**config.mk**
```make
export PLATFORM = sky130hd
export DESIGN_NAME = contiguous_sequence_match
export DESIGN_NICKNAME = d
export VERILOG_FILES = /design/src/sv/csm_pkg.sv /design/src/sv/csm_window_cmp.sv /design/src/sv/contiguous_sequence_match.sv
export SDC_FILE = /design/constraint.sdc
export NUM_CORES = 1
export LEC_CHECK = 0
export ABC_AREA = 1
export BUFFER_PORTS_ARGS = -buffer_cell sky130_fd_sc_hd__buf_2
export CORE_MARGIN = 4
export CORE_UTILIZATION = 44
export CTS_CLUSTER_SIZE = 14
export DETAILED_ROUTE_END_ITERATION = 12
export PLACE_DENSITY = 0.7
export SLEW_MARGIN = 25
export SYNTH_ARGS = -nofsm -noshare
export SYNTH_HDL_FRONTEND = slang
export SYNTH_HIERARCHICAL = 1
export SYNTH_SLANG_ARGS = --single-unit
```
**constraint.sdc**
```tcl
create_clock -name clock -period 32.6 [get_ports clock]
set_input_delay 3.26 -clock clock [delete_from_list [all_inputs] [get_ports clock]]
set_output_delay 3.26 -clock clock [all_outputs]
set_load 0.01 [all_outputs]
```
**src/sv/csm_pkg.sv**
```systemverilog
// Shared types and constants for the contiguous sequence match block.
// Used by csm_window_cmp and contiguous_sequence_match; depends on nothing.

package csm_pkg;

   localparam int PatternMax = 16;
   localparam int WordWidth  = 32;

   typedef logic [WordWidth-1:0]  word_type;
   typedef logic [PatternMax-1:0] mask_type;
   typedef word_type              words_type [PatternMax];

   // request kinds carried on tuser
   localparam logic ModePattern = 1'b0;
   localparam logic ModeText    = 1'b1;

endpackage

```
**src/sv/csm_window_cmp.sv**
```systemverilog
// Parallel compare of the text window against the right-aligned pattern.
// Depends on csm_pkg for word and mask types.

module csm_window_cmp (
   input  csm_pkg::words_type pattern,   // right-aligned, newest word at the top
   input  csm_pkg::words_type window,    // text window after this word shifts in
   input  csm_pkg::mask_type  pattern_mask,
   input  csm_pkg::mask_type  text_mask,
   output logic               hit
);
   import csm_pkg::*;

   mask_type slot_ok;

   // a slot outside the pattern always passes; inside it needs a text word and equality
   always_comb begin
      for (int j = 0; j < PatternMax; j++) begin
         slot_ok[j] = !pattern_mask[j] || (text_mask[j] && (pattern[j] == window[j]));
      end
   end

   assign hit = &slot_ok;

endmodule

```
**src/sv/contiguous_sequence_match.sv**
```systemverilog
// Contiguous sequence match: one request per cycle sustained; the whole window compare sits
// between the input register and the result register.
// A text request marked last passes the input register, then loads the result register.
// Throughput: one request per cycle while the result side keeps up.
// Reset (synchronous, active high): empty pattern, closed; text state cleared; no result held.
// Depends on csm_pkg and csm_window_cmp.

module contiguous_sequence_match (
   input  logic        clock,
   input  logic        reset,
   input  logic        req_tvalid,
   output logic        req_tready,
   input  logic [31:0] req_tdata,   // [31:0] value
   input  logic        req_tuser,   // [0] mode
   input  logic        req_tlast,
   output logic        rsp_tvalid,
   input  logic        rsp_tready,
   output logic [7:0]  rsp_tdata    // [0] found, [1] overflow, [7:2] zero
);
   import csm_pkg::*;

   // input register
   logic      in_valid_ff, in_valid_in;
   logic      mode_ff;
   word_type  value_ff;
   logic      last_ff;

   // block state
   words_type pstore_ff, pstore_in;
   mask_type  pmask_ff, pmask_in;
   logic      closed_ff, closed_in;
   logic      over_ff, over_in;
   words_type window_ff, window_in, window_next;
   mask_type  tmask_ff, tmask_in, tmask_next;
   logic      match_ff, match_in;

   // result register
   logic      out_valid_ff, out_valid_in;
   logic      found_ff, found_in;
   logic      out_over_ff, out_over_in;

   logic      gives_result;
   logic      advance;
   logic      hit;
   mask_type  pmask_base;
   logic      load_out;

   assign gives_result = (mode_ff == ModeText) && last_ff;
   assign advance      = in_valid_ff && (!gives_result || !out_valid_ff || rsp_tready);
   assign req_tready   = !in_valid_ff || advance;

   // window after this word shifts in, newest at the top
   always_comb begin
      for (int j = 0; j < PatternMax - 1; j++) begin
         window_next[j] = window_ff[j+1];
      end
      window_next[PatternMax-1] = value_ff;
   end
   assign tmask_next = {1'b1, tmask_ff[PatternMax-1:1]};

   csm_window_cmp u_cmp (
      .pattern      (pstore_ff),
      .window       (window_next),
      .pattern_mask (pmask_ff),
      .text_mask    (tmask_next),
      .hit          (hit)
   );

   assign pmask_base = closed_ff ? '0 : pmask_ff;

   always_comb begin
      pstore_in   = pstore_ff;
      pmask_in    = pmask_ff;
      closed_in   = closed_ff;
      over_in     = over_ff;
      window_in   = window_ff;
      tmask_in    = tmask_ff;
      match_in    = match_ff;
      load_out    = 1'b0;
      found_in    = found_ff;
      out_over_in = out_over_ff;
      if (advance) begin
         if (mode_ff == ModePattern) begin
            // a closed pattern restarts and abandons any text in progress
            if (closed_ff) begin
               over_in  = 1'b0;
               tmask_in = '0;
               match_in = 1'b0;
            end
            pmask_in = pmask_base;
            if (!pmask_base[0]) begin
               pmask_in = {1'b1, pmask_base[PatternMax-1:1]};
               for (int j = 0; j < PatternMax - 1; j++) begin
                  pstore_in[j] = pstore_ff[j+1];
               end
               pstore_in[PatternMax-1] = value_ff;
            end else begin
               over_in = 1'b1;
            end
            closed_in = last_ff;
         end else begin
            closed_in = 1'b1;
            window_in = window_next;
            tmask_in  = tmask_next;
            match_in  = match_ff || hit;
            if (last_ff) begin
               load_out    = 1'b1;
               found_in    = match_ff || hit;
               out_over_in = over_ff;
               tmask_in    = '0;
               match_in    = 1'b0;
            end
         end
      end
   end

   always_comb begin
      in_valid_in = in_valid_ff;
      if (req_tvalid && req_tready) begin
         in_valid_in = 1'b1;
      end else if (advance) begin
         in_valid_in = 1'b0;
      end
      out_valid_in = out_valid_ff;
      if (load_out) begin
         out_valid_in = 1'b1;
      end else if (rsp_tready) begin
         out_valid_in = 1'b0;
      end
   end

   always_ff @(posedge clock) begin
      if (reset) begin
         in_valid_ff  <= 1'b0;
         out_valid_ff <= 1'b0;
         pmask_ff     <= '0;
         closed_ff    <= 1'b1;
         over_ff      <= 1'b0;
         tmask_ff     <= '0;
         match_ff     <= 1'b0;
      end else begin
         in_valid_ff  <= in_valid_in;
         out_valid_ff <= out_valid_in;
         pmask_ff     <= pmask_in;
         closed_ff    <= closed_in;
         over_ff      <= over_in;
         tmask_ff     <= tmask_in;
         match_ff     <= match_in;
      end
   end

   // payload: no reset, masks gate stale words
   always_ff @(posedge clock) begin
      if (req_tvalid && req_tready) begin
         mode_ff  <= req_tuser;
         value_ff <= req_tdata;
         last_ff  <= req_tlast;
      end
      pstore_ff   <= pstore_in;
      window_ff   <= window_in;
      found_ff    <= found_in;
      out_over_ff <= out_over_in;
   end

   assign rsp_tvalid = out_valid_ff;
   assign rsp_tdata  = {6'b0, out_over_ff, found_ff};

   // a text request marked last always lands in the result register
   a_result_loaded: assert property (@(posedge clock) disable iff (reset)
      (advance && gives_result) |=> out_valid_ff)
      else $error("text end did not produce a result");

   // the pattern occupies a contiguous run of slots from the top
   a_pmask_aligned: assert property (@(posedge clock) disable iff (reset)
      (((pmask_ff << 1) & ~pmask_ff) == '0))
      else $error("pattern mask not top-aligned");

   // overflow is only possible once every slot is filled
   a_over_full: assert property (@(posedge clock) disable iff (reset)
      over_ff |-> pmask_ff[0])
      else $error("overflow flagged with room left");

   // a new result never overwrites one that is still waiting
   a_no_overwrite: assert property (@(posedge clock) disable iff (reset)
      (out_valid_ff && !rsp_tready) |-> !load_out)
      else $error("waiting result overwritten");

endmodule

```
==> impl_metrics.csv <==
group,metric,value,unit
placed_design,port_buffers,41,
die,start_util,0.4461,
setup_path,start_kind,"input pin",
cells_and_area,fillers,7589,
setup_path,cp.required,29.34,ns
power,powerDensity,59.33,nW/um^2
sta,slew_violations,0,
cells_and_area,n_antenna_cell,0,
synthesis,syn_area,41070,sq um
cells_and_area,seqCellArea,31590,sq um
sta,clock_skew,0.02652,ns
cells_and_area,nNetsFinal,3295,
detailed_routing,dr.pass1.iters,5,
cells_and_area,layout-drive-gt1-share,0.08326,
detailed_routing,viasPerCell,4.514,
synthesis,synth_compound_area_frac,0.01249,
global_route,top_usage_layer,"met2",
cts,cts.sinks,1064,
setup_path,endpoint_kind,"output pin",
sta,setup_tns,0,ns
placed_design,hpwl,38980,um
power,switchingPower,0.5360,mW
synthesis,syn-mean-instance-area,13.19,sq um
global_route,grt_max_degree,195,
run_status,status,"complete, no violations",
sta,max_freq,139.8,MHz
die,io_pins,48,
global_route,use_met3,0.02123,
synthesis,synth_warnings,6,
sta,max_slew_margin,0.4066,
setup_path,reg2reg_slack,27.98,ns
sta,fin_crit,7.152,ns
die,fp.coreArea,92080,sq um
cts,cts-resized-gates,0,
global_route,track_usage,0.1228,
detailed_routing,vias,20680,
cts,cts_max_level,3,
power,power.share.sequential,0.570,
cts,cts_buffers,101,
run,drv_cap,0,
detailed_routing,ant_nets,0,
cts,cts_tree,"built",
global_route,grt_pass1_vias,20670,
worst_hold_path,hold_path_class,"flop to flop",
synthesis,syn_inst,3115,
power,p_sw_frac,0.1963,
cts,cts_buffer_depth,3,
synthesis,synth_fa_ha_area_frac,0,
power,power.share.clock,0.405,
sta,setup_viol_count_final,0,
sta,worst-slew-pin-transition,0.8901,ns
synthesis,ys_ff_latch,1064,
detailed_routing,route.detailed.drc,0,
sta,rsz0062_at_grt,"no",
detailed_routing,drt-initial-drc-count,1211,
die,die_w,313.5,um
global_route,grtUsageMet2,0.2342,
synthesis,synthSimpleGateAreaFrac,0.1261,
power,p_leak,17.17,nW
global_route,use_met1,0.1342,
cells_and_area,area.growth.synth_to_final,12.08,%
power,intPower,2.195,mW
cells_and_area,multi_input_area,7564,sq um
sta,period_share,0.2194,
cts,cts_root_buf,"clkbuf_16",
sta,holdWs,0.4323,ns
synthesis,synth_top_family_by_area,"simple AND/OR/NAND/NOR gates",
synthesis,synth_xor_area_frac,0.04478,
setup_path,crit_type,"input pin to output pin",
power,power_frac_comb,0.025,
global_route,grt_pass1_wl,97950,um
power,peakVddDrop,47.06,uV
synthesis,synth_cell_type_count,31,
die,row_count,111,
global_route,grt_overflow_total,0,
detailed_routing,drt-total-wl,61020,um
die,die_h,313.5,um
cts,clk_pin_slew,0.06,ns
cts,clkLatencyLatePin,0.64,ns
cts,cts_hold_buffers,0,
setup_path,cp.arrival,3.89,ns
setup_path,path_max_fanout,3,
synthesis,muxShareOfSynthArea,0,
sta,final_hold_viol_count,0,
synthesis,seq_area_frac_synth,0.7691,
global_route,antenna_found_initial,0,
die,die-area,98300,sq um
placed_design,place_congestion,0.7306,
detailed_routing,wl_per_cell,13.32,um
cts,post-cts-setup-buffers,0,
==> power by group through the flow <==
stage,Clock [mW],Combinational [mW],Sequential [mW]
after floorplan,0,0.0526,1.60
after global placement,0,0.0670,1.58
after detailed placement,0,0.0692,1.59
after CTS,1.13,0.0698,1.56
after global routing,1.19,0.0786,1.56
final,1.11,0.0689,1.56
==> stage by stage <==
| step | area, sq um | setup slack, ns | power [mW] | std cells | util |
|---|---|---|---|---|---|
| final | 46040 | 25.45 | 2.731 | 4582 | 0.5000 |
| after global routing | 46040 | 25.39 | 2.828 | 4582 | 0.5000 |
| after CTS | 45990 | 25.19 | 2.761 | 4581 | 0.4995 |
| after detailed placement | 42820 | 24.53 | 1.655 | 4396 | 0.4650 |
| after global placement | 42820 | 24.56 | 1.651 | 4396 | 0.4650 |
| after floorplan | 41090 | 7.717 | 1.656 | 3120 | - |
==> cell usage in the layout (no fill, tap or decap), types with 2 or more instances in the layout <==
cell type / instances
clkinv_8: 3
clkinv_1: 26
edfxtp_1: 1028
o21a_1: 2
buf_2: 41
nand2_1: 733
clkbuf_8: 2
or2_2: 71
nand4_1: 69
nand3b_1: 4
clkbuf_16: 103
clkbuf_1: 17
a21oi_1: 19
o21ai_1: 4
conb_1: 7
nand3_1: 63
xor2_1: 34
nor3_1: 3
o22ai_1: 26
clkinv_2: 24
clkinvlp_4: 2
buf_6: 5
nand3_2: 2
nor2_1: 298
inv_1: 475
dfxtp_1: 36
a21boi_0: 6
nor2_2: 2
xnor2_1: 176
inv_6: 3
buf_4: 5
bufinv_16: 7
o21ai_0: 35
==> worst paths after layout <==
| path | cells after the start | end | from |
|---|---|---|---|
| min | 0 | window_ff[205] | window_ff[173] |
| max | 6 | req_tready | rsp_tready |
| min reg2reg | 0 | window_ff[205] | window_ff[173] |
| max reg2reg | 8 | window_ff[420] | in_valid_ff |
==> layout make-up <==
class / instances / share of cell area
flip-flops and latches: 1064 / 0.6862
repair buffers: 53 / 0.007528
well taps: 1243 / 0.03378
multi-input cells: 1558 / 0.1643
inverters: 479 / 0.03935
clock buffers: 122 / 0.05797
clock inverters: 63 / 0.01090
==> logic make-up (layout without fill, tap and decap cells) <==
family	Yosys count	count (layout)
flops	1064	1064
xor+xnor	210	210
other cells	2	7
simple gates	1249	1249
buf+inv	498	717
compound gates	92	92
==> layer usage <==
metal / routed length, um / up-vias
met3: 2206 / 115
met2: 32590 / 295
met4: 1954 / 0
met1: 24270 / 9649
met5: 0 / -
li1: - / 10620
==> cell usage after synthesis <==
library cell	number	area, sq um
inv_2	1	3.750
nor2_2	2	12.51
o22ai_1	26	162.7
a21boi_0	6	45.04
a21oi_1	19	95.09
nor3_1	3	15.01
o21ai_1	4	20.02
xor2_1	34	297.8
nand3_2	2	20.02
conb_1	2	7.510
or2_2	71	444.2
buf_6	5	56.30
nor2_1	299	1122
dfxtp_1	36	720.7
nand2_4	1	11.26
clkinv_2	1	5.000
nand2_1	733	2751
inv_1	476	1787
edfxtp_1	1028	30870
xnor2_1	176	1541
o21ai_0	35	175.2
buf_4	10	75.07
buf_2	1	5.000
nand3_4	1	17.52
nand3_1	63	315.3
clkbuf_1	3	11.26
nand4_1	69	431.7
nand2_2	1	6.260
clkinv_1	1	3.750
nand3b_1	4	30.03
o21a_1	2	15.01
==> registers in the layout, indices dropped and copies added (netlist names) <==
register and count:
closed_ff 1, match_ff 1, in_valid_ff 1, pstore_ff 512
value_ff 32, mode_ff 1, over_ff 1, pmask_ff 16
last_ff 1, found_ff 1, window_ff 480, tmask_ff 15
rsp_tvalid 1, out_over_ff 1
==> critical path, cell delays in order <==
cell     delay [ns]
buf_2          0.10
inv_1          0.04
nand2_1        0.06
nor2_1         0.15
nand2_1        0.11
buf_2          0.17
Note: power is estimated with default switching activity, not from simulation.
